## config.mk

```make
export PLATFORM = sky130hd
export DESIGN_NAME = running_range_normalizer
export DESIGN_NICKNAME = d
export VERILOG_FILES = /design/src/sv/rrn_pkg.sv /design/src/sv/rrn_ram.sv /design/src/sv/rrn_div.sv /design/src/sv/running_range_normalizer.sv
export SDC_FILE = /design/constraint.sdc
export NUM_CORES = 2
export LEC_CHECK = 0
export BUFFER_PORTS_ARGS = -buffer_cell sky130_fd_sc_hd__buf_4
export CORE_MARGIN = 2
export CORE_UTILIZATION = 64
export DETAILED_ROUTE_END_ITERATION = 10
export GPL_ROUTABILITY_DRIVEN = 0
export PLACE_DENSITY = 0.84
export SYNTH_ARGS = -nofsm -noshare
export SYNTH_HDL_FRONTEND = slang
export SYNTH_SLANG_ARGS = --single-unit
```

## constraint.sdc

```tcl
create_clock -name clk -period 10.2 [get_ports clk]
set_input_delay 0 -clock clk [delete_from_list [all_inputs] [get_ports clk]]
set_output_delay 0 -clock clk [all_outputs]
set_load 0.01 [all_outputs]
```

## src/sv/rrn_pkg.sv

```systemverilog
// ----------------------------------------------------------------------------
// rrn_pkg
// shared types, codes and widths of the running range normalizer
// ----------------------------------------------------------------------------
package rrn_pkg;

  // item field widths
  localparam int OP_W     = 2;
  localparam int CHAN_W   = 4;
  localparam int MV_W     = 15;
  localparam int BOUND_W  = 16;
  localparam int CFG_IDX_W = 1;

  // divider widths: magnitude of product and of bound span
  localparam int DIV_NUM_W = 32;
  localparam int DIV_DEN_W = 16;

  // bound values after reset or a clear
  localparam logic signed [BOUND_W-1:0] LOW_RESET  = 16'sd11000;
  localparam logic signed [BOUND_W-1:0] HIGH_RESET = -16'sd11000;

  // input item kinds
  typedef enum logic [OP_W-1:0] {
    OP_SAMPLE = 2'd0,
    OP_CLEAR  = 2'd1,
    OP_FREEZE = 2'd2,
    OP_POLY   = 2'd3
  } op_t;

  // configuration register indexes
  typedef enum logic [CFG_IDX_W-1:0] {
    CFG_OUT_MIN = 1'b0,
    CFG_OUT_MAX = 1'b1
  } cfg_reg_t;

endpackage

```

## src/sv/rrn_ram.sv

```systemverilog
// ----------------------------------------------------------------------------
// rrn_ram
// generic single-port-write, single-port-read ram with registered read
// ----------------------------------------------------------------------------
module rrn_ram #(
  parameter int WIDTH = 32,
  parameter int DEPTH = 16,
  parameter int AW    = (DEPTH > 1) ? $clog2(DEPTH) : 1
) (
  input  logic             clk,
  input  logic             we,
  input  logic [AW-1:0]    waddr,
  input  logic [WIDTH-1:0] wdata,
  input  logic [AW-1:0]    raddr,
  output logic [WIDTH-1:0] rdata
);

  logic [WIDTH-1:0] mem [DEPTH];

  // write port
  always_ff @(posedge clk) begin
    if (we) begin
      mem[waddr] <= wdata;
    end
  end

  // registered read port
  always_ff @(posedge clk) begin
    rdata <= mem[raddr];
  end

endmodule

```

## src/sv/rrn_div.sv

```systemverilog
// ----------------------------------------------------------------------------
// rrn_div
// unsigned restoring divider, two quotient bits per cycle
// ----------------------------------------------------------------------------
module rrn_div
  import rrn_pkg::*;
(
  input  logic                 clk,
  input  logic                 rst,
  input  logic                 start,
  input  logic [DIV_NUM_W-1:0] dividend,
  input  logic [DIV_DEN_W-1:0] divisor,
  output logic                 done,
  output logic [DIV_NUM_W-1:0] quotient
);

  localparam int STEPS = DIV_NUM_W / 2;
  localparam int CNT_W = $clog2(STEPS);
  localparam logic [CNT_W-1:0] CNT_LAST = CNT_W'(STEPS - 1);

  logic [DIV_NUM_W-1:0] num;
  logic [DIV_DEN_W-1:0] rem;
  logic [DIV_DEN_W-1:0] den;
  logic [CNT_W-1:0]     cnt;
  logic                 busy;

  logic [DIV_NUM_W-1:0] step_num;
  logic [DIV_DEN_W-1:0] step_rem;
  logic [DIV_DEN_W:0]   step_sh;

  // two shift-subtract steps; quotient bits shift in behind the dividend
  always_comb begin
    step_num = num;
    step_rem = rem;
    step_sh  = '0;
    for (int s = 0; s < 2; s++) begin
      step_sh  = {step_rem, step_num[DIV_NUM_W-1]};
      step_num = {step_num[DIV_NUM_W-2:0], 1'b0};
      if (step_sh >= {1'b0, den}) begin
        step_sh     = step_sh - {1'b0, den};
        step_num[0] = 1'b1;
      end
      step_rem = step_sh[DIV_DEN_W-1:0];
    end
  end

  // control
  always_ff @(posedge clk) begin
    if (rst) begin
      busy <= 1'b0;
      done <= 1'b0;
      cnt  <= '0;
    end else begin
      done <= 1'b0;
      if (start) begin
        busy <= 1'b1;
        cnt  <= '0;
      end else if (busy) begin
        cnt <= cnt + 1'b1;
        if (cnt == CNT_LAST) begin
          busy <= 1'b0;
          done <= 1'b1;
        end
      end
    end
  end

  // datapath
  always_ff @(posedge clk) begin
    if (start) begin
      num <= dividend;
      rem <= '0;
      den <= divisor;
    end else if (busy) begin
      num <= step_num;
      rem <= step_rem;
    end
  end

  assign quotient = num;

endmodule

```

## src/sv/running_range_normalizer.sv

```systemverilog
// ----------------------------------------------------------------------------
// running_range_normalizer
// per-sample running min/max tracking and linear rescale onto a set range
// ----------------------------------------------------------------------------
// usage
//   s_axis carries one item per handshake: a sample (tdata) with opcode and
//   channel in tuser. sample items widen the bounds (unless frozen), then
//   produce one result on m_axis; clear, freeze and poly items only change
//   state and produce nothing. out_min/out_max are written on the cfg port.
// sequence
//   an event item is taken in idle and leaves the block ready for the next
//   item. a sample is followed by no other item until its result is loaded
//   into the output register; on the way it passes the bound memory read,
//   the write-back/multiply, the 2-bit-per-cycle divider and the add/clamp.
// reset
//   flags clear, out_min = 0, out_max = 10000, every bound entry reads as
//   11000/-11000 through per-entry valid bits; no clearing pass is needed.
// stall
//   a finished result sits in the output register; the next item is taken
//   meanwhile, and a second result waits in its final cycle until m_axis
//   has taken the first.
// ----------------------------------------------------------------------------
module running_range_normalizer
  import rrn_pkg::*;
#(
  parameter int CHANNELS = 16
) (
  input  logic                 clk,
  input  logic                 rst,
  // config write channel
  input  logic                 cfg_valid,
  output logic                 cfg_ready,
  input  logic [CFG_IDX_W-1:0] cfg_index,
  input  logic [MV_W-1:0]      cfg_data,
  // input items
  input  logic                 s_axis_tvalid,
  output logic                 s_axis_tready,
  input  logic [15:0]          s_axis_tdata,  // [14:0] sample_mv, [15] zero
  input  logic [5:0]           s_axis_tuser,  // [1:0] opcode, [5:2] chan
  // result items
  output logic                 m_axis_tvalid,
  input  logic                 m_axis_tready,
  output logic [47:0]          m_axis_tdata,  // [14:0] scaled_mv, [29:15] bound_low,
                                              // [44:30] bound_high, [47:45] zero
  output logic [5:0]           m_axis_tuser   // [3:0] out_chan, [4] frozen, [5] per_channel
);

  localparam int AW = (CHANNELS > 1) ? $clog2(CHANNELS) : 1;

  typedef enum logic [5:0] {
    S_IDLE = 6'b000001,
    S_READ = 6'b000010,
    S_MUL  = 6'b000100,
    S_DIVS = 6'b001000,
    S_DIVW = 6'b010000,
    S_FIX  = 6'b100000
  } state_t;

  state_t state, state_next;

  // configuration registers
  logic signed [MV_W-1:0] out_min, out_max;

  // mode flags and bound entry valid bits
  logic                freeze_flag, poly_flag;
  logic [CHANNELS-1:0] entry_vld;

  // item registers
  logic signed [MV_W-1:0] item_v;
  logic [CHAN_W-1:0]      item_chan;
  logic [AW-1:0]          item_addr;
  logic                   item_vld, item_frz, item_poly;

  // datapath registers
  logic signed [BOUND_W-1:0]   lo_q, hi_q;
  logic signed [BOUND_W:0]     diff_q, span_q;
  logic signed [BOUND_W-1:0]   orange_q;
  logic signed [DIV_NUM_W-1:0] prod_q, q_s;

  // input decode
  op_t           in_op;
  logic [CHAN_W-1:0] in_chan;
  logic          in_acc, chan_ok;
  logic [AW-1:0] rd_addr;

  assign in_op   = op_t'(s_axis_tuser[1:0]);
  assign in_chan = s_axis_tuser[5:2];
  assign in_acc  = s_axis_tvalid && s_axis_tready;
  assign chan_ok = ({1'b0, in_chan} < (CHAN_W + 1)'(CHANNELS));
  assign rd_addr = poly_flag ? in_chan[AW-1:0] : '0;
  assign s_axis_tready = (state == S_IDLE);
  assign cfg_ready     = 1'b1;

  // bound memory: {high, low} per entry
  logic [2*BOUND_W-1:0] ram_rdata, ram_wdata;
  logic                 ram_we;

  rrn_ram #(
    .WIDTH (2 * BOUND_W),
    .DEPTH (CHANNELS),
    .AW    (AW)
  ) u_bounds (
    .clk   (clk),
    .we    (ram_we),
    .waddr (item_addr),
    .wdata (ram_wdata),
    .raddr (rd_addr),
    .rdata (ram_rdata)
  );

  // read-modify: entry not yet written reads as the cleared value
  logic signed [BOUND_W-1:0] lo_cur, hi_cur, lo_new, hi_new, v_ext;

  always_comb begin
    v_ext  = {item_v[MV_W-1], item_v};
    lo_cur = item_vld ? ram_rdata[BOUND_W-1:0]         : LOW_RESET;
    hi_cur = item_vld ? ram_rdata[2*BOUND_W-1:BOUND_W] : HIGH_RESET;
    lo_new = (!item_frz && (v_ext < lo_cur)) ? v_ext : lo_cur;
    hi_new = (!item_frz && (v_ext > hi_cur)) ? v_ext : hi_cur;
  end

  assign ram_we    = (state == S_READ);
  assign ram_wdata = {hi_new, lo_new};

  // multiply (sample - low) by output span
  logic signed [2*BOUND_W:0] prod_full;
  assign prod_full = diff_q * orange_q;

  // divider operands are magnitudes, sign restored afterwards
  logic [DIV_NUM_W-1:0] div_num, div_q;
  logic [BOUND_W:0]     span_abs;
  logic [DIV_DEN_W-1:0] div_den;
  logic                 div_done, q_neg, span_zero;

  assign div_num   = prod_q[DIV_NUM_W-1] ? DIV_NUM_W'(-prod_q) : DIV_NUM_W'(prod_q);
  assign span_abs  = span_q[BOUND_W] ? (BOUND_W + 1)'(-span_q) : (BOUND_W + 1)'(span_q);
  assign div_den   = span_abs[DIV_DEN_W-1:0];
  assign q_neg     = prod_q[DIV_NUM_W-1] ^ span_q[BOUND_W];
  assign span_zero = (span_q == '0);

  rrn_div u_div (
    .clk      (clk),
    .rst      (rst),
    .start    (state == S_DIVS),
    .dividend (div_num),
    .divisor  (div_den),
    .done     (div_done),
    .quotient (div_q)
  );

  // offset by out_min and clamp: first to out_max, then to out_min
  logic signed [DIV_NUM_W:0] sum, omin_ext, omax_ext, clamp_hi, res;

  always_comb begin
    omin_ext = (DIV_NUM_W + 1)'(out_min);
    omax_ext = (DIV_NUM_W + 1)'(out_max);
    sum      = (out_min == out_max) ? '0 : omin_ext + (DIV_NUM_W + 1)'(q_s);
    clamp_hi = (sum > omax_ext) ? omax_ext : sum;
    res      = (clamp_hi < omin_ext) ? omin_ext : clamp_hi;
  end

  logic out_load;
  assign out_load = (state == S_FIX) && (!m_axis_tvalid || m_axis_tready);

  // next state
  always_comb begin
    state_next = state;
    unique case (state)
      S_IDLE: begin
        if (in_acc && (in_op == OP_SAMPLE) && chan_ok) state_next = S_READ;
      end
      S_READ: state_next = S_MUL;
      S_MUL:  state_next = S_DIVS;
      S_DIVS: state_next = S_DIVW;
      S_DIVW: begin
        if (div_done) state_next = S_FIX;
      end
      S_FIX: begin
        if (out_load) state_next = S_IDLE;
      end
      default: state_next = S_IDLE;
    endcase
  end

  // control state
  always_ff @(posedge clk) begin
    if (rst) begin
      state         <= S_IDLE;
      freeze_flag   <= 1'b0;
      poly_flag     <= 1'b0;
      entry_vld     <= '0;
      out_min       <= '0;
      out_max       <= 15'sd10000;
      m_axis_tvalid <= 1'b0;
    end else begin
      state <= state_next;
      // config writes
      if (cfg_valid && cfg_ready) begin
        unique case (cfg_reg_t'(cfg_index))
          CFG_OUT_MIN: out_min <= cfg_data;
          CFG_OUT_MAX: out_max <= cfg_data;
        endcase
      end
      // event items
      if (in_acc) begin
        unique case (in_op)
          OP_SAMPLE: ;
          OP_CLEAR:  entry_vld <= '0;
          OP_FREEZE: freeze_flag <= !freeze_flag;
          OP_POLY: begin
            poly_flag <= !poly_flag;
            entry_vld <= '0;
          end
        endcase
      end
      // write-back marks the entry valid
      if (ram_we) entry_vld[item_addr] <= 1'b1;
      // output register
      if (out_load) begin
        m_axis_tvalid <= 1'b1;
      end else if (m_axis_tready) begin
        m_axis_tvalid <= 1'b0;
      end
    end
  end

  // payload
  always_ff @(posedge clk) begin
    if (state == S_IDLE) begin
      item_v    <= s_axis_tdata[MV_W-1:0];
      item_chan <= in_chan;
      item_addr <= rd_addr;
      item_vld  <= entry_vld[rd_addr];
      item_frz  <= freeze_flag;
      item_poly <= poly_flag;
    end
    if (state == S_READ) begin
      lo_q     <= lo_new;
      hi_q     <= hi_new;
      diff_q   <= (BOUND_W + 1)'(v_ext) - (BOUND_W + 1)'(lo_new);
      span_q   <= (BOUND_W + 1)'(hi_new) - (BOUND_W + 1)'(lo_new);
      orange_q <= BOUND_W'(out_max) - BOUND_W'(out_min);
    end
    if (state == S_MUL) begin
      prod_q <= prod_full[DIV_NUM_W-1:0];
    end
    if ((state == S_DIVW) && div_done) begin
      q_s <= span_zero ? '0 : (q_neg ? DIV_NUM_W'(-div_q) : div_q);
    end
    if (out_load) begin
      m_axis_tdata <= {3'b000, hi_q[MV_W-1:0], lo_q[MV_W-1:0], res[MV_W-1:0]};
      m_axis_tuser <= {item_poly, item_frz, item_chan};
    end
  end

endmodule

```

### Yosys cells after proc, flatten, opt, wreduce, memory -nomap -nowiden

Memory sizes are Yosys's and may differ from the RTL's. A register that Yosys moved wholly into a read port is not among the register bits.
Index checks and enable logic that the tools add are counted.

* register bits after elaboration: 346
* bits in latches: 0
* bits in writable memories: 512
* bits in read-only memories: 0
* bits of input ports: 43
* logic and storage cells: 128
* memories kept: 1

Memories
* u_bounds.mem: depth 16, bits a word 32, rd ports 1, clocked after memory_dff 1, wr ports 1, RTL line rrn_ram.sv:18 `logic [WIDTH-1:0] mem [DEPTH];`

* add/subtract/negate cells: 10
* multiply operators: 1
* div/mod/pow operators: 0
* $lt $le $gt $ge: 9
* eq/ne operators: 14
* shifts and indexed selects: 0
* muxes and demuxes: 37
* bitwise gates (word level): 4
* reduce and logical (&&, ||, !) cells: 24

Operator list (number)
* two-way mux 16 bit: 11
* two-way mux 32 bit: 4
* two-way mux 33 bit: 2
* negation 32 bit: 2
* one-hot mux 6 bit (6 select lines): 1
* greater-or-equal comparator 17 x 16 -> 1 bit: 2
* adder 15 x 32 -> 33 bit: 1
* greater-than comparator 33 x 15 -> 1 bit: 1
* less-than comparator 33 x 15 -> 1 bit: 1
* multiplier 17 x 16 -> 32 bit: 1
* subtractor 16 bit: 2
* two-way mux 6 bit: 3
* logical NOT 17 bit: 1
* subtractor 15 x 16 -> 17 bit: 1
* subtractor 16 x 16 -> 17 bit: 1
* greater-than comparator 15 x 16 -> 1 bit: 1
* less-than comparator 15 x 16 -> 1 bit: 1
* negation 16 bit: 1
* bitwise OR 16 bit: 1
* subtractor 15 x 15 -> 16 bit: 1
* equality test 15 bit: 1
* two-way mux 15 bit: 1
* two-way mux 1 bit: 12
* less-than comparator 4 x 5 -> 1 bit, second input constant: 2
* other kinds (27): 44

### Logic depth before layout (Yosys ltp)

* depth after elaboration: 7
* gate-level depth with buffers: 34
* depth with buffers taken out: 31

### By module

Synthesis repeated with hierarchy kept, for this count alone.

* cells, all modules: 4123
* area, all modules: 52228.8 um^2

Modules (own cells, without submodules)
* running_range_normalizer: times used 1, cells an instance 2840, area an instance 27755.4 um^2, seq. area each 7737.4 um^2
* rrn_ram: times used 1, cells an instance 838, area an instance 19835.3 um^2, seq. area each 16015.4 um^2
* rrn_div: times used 1, cells an instance 445, area an instance 4638.2 um^2, seq. area each 1881.8 um^2

### Least setup slack after synthesis

OpenSTA, ideal clock, no wires.

* path kind: flip-flop to flip-flop
* start point: register out_min[14]
* end point: register m_axis_tdata[10] (data pin)
* setup time: 260 ps
* data arrival time: 7296 ps
* required time: 9940 ps
* path slack: 2645 ps
* cell stages (with the launch flop): 30
* clock period less this slack: 7555 ps
* path through: dfxtp_1 inv_1 ha_1 nand3_1 nor4_1 clkbuf_1 clkbuf_1 nor2_1 ha_1 nand4_1 o21bai_1 a211o_1 or2_2 a211oi_1 clkbuf_1 nor2_1 clkinv_1 clkbuf_1 a31o_2 ha_1 a21o_1 a21o_1 a21oi_1 o41ai_1 a311o_1 nor3_1 nand4b_1 a41oi_1 buf_2 mux2_2

* word-level cells in the longest chain between the ends: 6
* elaborated cells on any way between the ends: 7
* classes of those cells: add/sub (1); order compare (2); eq/ne (1); mux (3)

RTL lines
* start: declaration: RTL line running_range_normalizer.sv:62 `logic signed [MV_W-1:0] out_min, out_max;`
* start signal: assignment: RTL line running_range_normalizer.sv:200 `CFG_OUT_MIN: out_min <= cfg_data;`
* adder 15 x 32 -> 33 bit or equality test 15 bit (tied branches): RTL line running_range_normalizer.sv:157 `sum = (out_min == out_max) ? '0 : omin_ext + (DIV_NUM_W + 1)'(q_s);`
* two-way mux 33 bit: RTL line running_range_normalizer.sv:157
* greater-than comparator 33 x 15 -> 1 bit: RTL line running_range_normalizer.sv:158 `clamp_hi = (sum > omax_ext) ? omax_ext : sum;`
* two-way mux 33 bit: RTL line running_range_normalizer.sv:158
* less-than comparator 33 x 15 -> 1 bit: RTL line running_range_normalizer.sv:159 `res = (clamp_hi < omin_ext) ? omin_ext : clamp_hi;`
* two-way mux 15 bit (*): RTL line running_range_normalizer.sv:159
* named net res[10]: RTL line running_range_normalizer.sv:152 `logic signed [DIV_NUM_W:0] sum, omin_ext, omax_ext, clamp_hi, res;`
* end signal: assignment: RTL line running_range_normalizer.sv:251 `m_axis_tdata <= {3'b000, hi_q[MV_W-1:0], lo_q[MV_W-1:0], res[MV_W-1:0]};`
* end: declaration: RTL line running_range_normalizer.sv:43 `output logic [47:0] m_axis_tdata,`

Mark *: on every way through the listed nets, which the timed path passes. The rest lies on a longest branch.
A chain may end at the register's enable or synchronous reset.

### Final worst setup path

* start point: register out_min[14]
* end point: register m_axis_tdata[3] (data pin)

Same word-level chain as after synthesis.

==> results.yml <==
status:
  status: "completed"
worst_setup_path:
  worst_setup_path_start_kind: "register"
  r2r_setup_slack_ps: 1290
  cpMaxStageDelayCell: "dfxtp_1"
  setup.worst_path.class: "register to register"
  required_ps: 10620
  critPathArrivalTime_ps: 9330
  slowest_delay_ps: 900
  endpoint_kind: "register"
  worstPathMaxFanout: 21
grt:
  antenna_found_initial: 2
  met2_usage_pct: 51.5
  grt_pass1_wl_mm: 209
  grt_pass1_vias: 37308
  grt_max_degree: 82
  overflow: 0
  grt_use_met3_pct: 6.01
  globalRouteMet1Util_pct: 42.0
  grt_busiest_layer: "met2"
  grt_use_total_pct: 32.0
drt:
  wl_per_cell_um: 23.7
  drtIter0Drc: 4159
  vias_per_cell: 6.44
  first_pass_iters: 6
  ant_nets: 0
  num_vias: 36971
  drc: 0
  drt_wl_total_mm: 136
worst_hold_path:
  min_path_type: "primary input to register"
cells_and_area:
  drive_gt1_share_pct: 11.3
  postLayoutCoreUtil_pct: 71.2
  syn_to_final_growth_pct: 10.6
  final_cells: 5743
  final_nets: 5212
  multi_input_area_um2: 24800
  seqCellArea_um2: 25600
  fillers: 5212
  antennaDiodeCount: 0
clock_network:
  cts_root_buffer: "clkbuf_16"
  cts_tree: "built"
  htree_levels: 3
  clk_path_buf_depth: 3
  cts-buffers-inserted: 87
  cts-resized-gates: 0
  cts.sinks: 890
  clock_latency_ps: 680
  clkTransAtPathRegs_ps: 70
  post_cts.repair.setup_buffers: 0
synth:
  synth_adder_area_share_pct: 17.5
  ys_types: 74
  synth-simple-area-share_pct: 9.16
  synth_top_family_by_area: "adder cells"
  netlist_area_um2: 52600
  muxShareOfSynthArea_pct: 6.04
  synth-seq-area-share_pct: 48.7
  synthArstFlopShare_pct: 0
  synth_compound_area_share_pct: 11.0
  syn_avg_cell_area_um2: 11.8
  synth_edf_count: 781
  synthCells: 4476
  synth-xor-area-share_pct: 3.18
  synth.ff_latch_count: 890
  yosysWarnings: 0
  synth_ff_type: "edfxtp_1"
sta:
  setup_viol: 0
  finalHoldViolCount: 0
  period_minus_slack_ps: 8910
  fmax_ghz: 0.112
  whs_ps: 52.7
  worst_pin_slew_ps: 1350
  rsz0062_at_grt: "false"
  maxSlewViolCount: 0
  fin_crit_sh_pct: 87.3
  slew-limit-headroom_pct: 7.60
  finClkSkew_ps: 55.1
  tns_ps: 0
placement:
  place_inst: 5526
  dp_hpwl_mm: 88.0
  portBuffers: 94
floorplan:
  die_y_um: 291
  die_w_um: 291
  start_util_pct: 64.4
  pin_count: 100
  die-area_um2: 84500
  rows: 105
  core_um2: 81700
flow_run:
  cap_viol_max_count: 0
pwr:
  powerDensity_nw_per_um2: 265
  p_leak_uw: 0.0225
  power_uw: 15400
  irDropWorstVdd_mv: 0.420
[cell usage in the layout, fill, tap and decap left out, types with 35 or more instances in the layout]
master,netlist,layout
dfxtp_1,109,108
nand3_1,39,39
xnor2_1,109,109
and2_1,113,112
nor2b_1,43,41
a22o_1,35,35
mux2_2,178,178
a21oi_1,307,306
a21o_1,54,54
mux2i_1,117,116
xor2_1,82,82
nand2b_1,41,41
clkbuf_16,0,88
inv_1,419,417
nand2_1,376,374
edfxtp_1,781,781
fa_1,276,276
ha_1,293,293
nor3_1,62,58
nor2_1,203,191
dlygate4sd3_1,0,55
o21ai_0,235,234
buf_4,5,166
a221o_1,35,35
[registers in the layout, summed over array words and instances, names as in the netlist, 16 cells and up]
signal          flops
u_div.rem          16
u_div.quotient     32
span_q             17
entry_vld          16
q_s                32
diff_q             17
m_axis_tdata       45
u_div.den          16
orange_q           16
prod_q             32
u_bounds.mem      512
u_bounds.rdata     32
[metrics by stage]
stage	area, um^2	setup slack, ps
2_1_floorplan	52600	2640
3_3_place_gp	54600	1900
3_5_place_dp	54600	1690
4_1_cts	58200	1670
5_1_grt	58200	750
6_report	58200	1290
[power by group]
group | total, uW | internal [uW] | switching [uW] | leakage [uW]
combinational | 7200 | 2750 | 4440 | 0.0130
clock | 3340 | 1900 | 1440 | 0.00146
sequential | 4870 | 4730 | 132 | 0.00797
[layout make-up]
class | instances | share of cell area, %
Multi-Input combinational cell | 2978 | 42.7
Clock buffer | 122 | 4.24
Clock inverter | 40 | 0.905
Sequential cell | 890 | 44.1
Inverter | 421 | 2.72
Tap cell | 1070 | 2.30
Timing Repair Buffer | 222 | 3.11
[critical path: cells and delay by family, from the launching register on]
family                     cells  cell delay [ps]
AOI/OAI and AO/OA             16             3500
xor gates and xnor gates       1              300
adders and majority gates      3             1110
buffers and inverters          3             1100
DFF                            1              900
muxes                          1              410
and+or+nand+nor                5             1280
[final timing paths]
kind,startpoint,to,cells past startpoint
worst max-delay path,out_min[14],m_axis_tdata[3],29
worst min-delay path,s_axis_tdata[0],item_v[0],2
worst min register to register,item_poly,m_axis_tuser[5],0
worst max register to register,out_min[14],m_axis_tdata[3],29
[synth_stat cells (all sizes together), types with 113 or more instances]
cell / count / share of area, %
nor2: 203 / 1.4
inv: 419 / 3.0
and2: 113 / 1.3
clkbuf: 162 / 1.2
o21ai: 236 / 2.2
mux2i: 117 / 2.2
edfxtp: 781 / 45
ha: 293 / 7.0
mux2: 178 / 3.8
a21oi: 307 / 2.9
fa: 276 / 11
nand2: 376 / 2.7
[what timing repair did]
action,in CTS,in global routing
endpoints found under the hold margin,74,0
endpoints found under the setup margin,0,0
hold buffers,55,0
[logic make-up (layout without fill, tap and decap cells)]
family | count (synthesis) | count (layout)
flip-flops | 890 | 890
XOR/XNOR | 191 | 191
adder cells (fa/ha/maj) | 569 | 569
AND/OR/NAND/NOR | 1007 | 1007
AO/OA/AOI/OAI | 912 | 912
buffers and inverters | 610 | 805
other | 2 | 4
multiplexers | 295 | 295
[routing by layer]
layer  vias up  wire [um]
li1      16230          -
met1     18049      50900
met2      2229      64000
met3       461      14200
met4         2       6860
met5         -         16
Power figures use the tool's default switching activity.
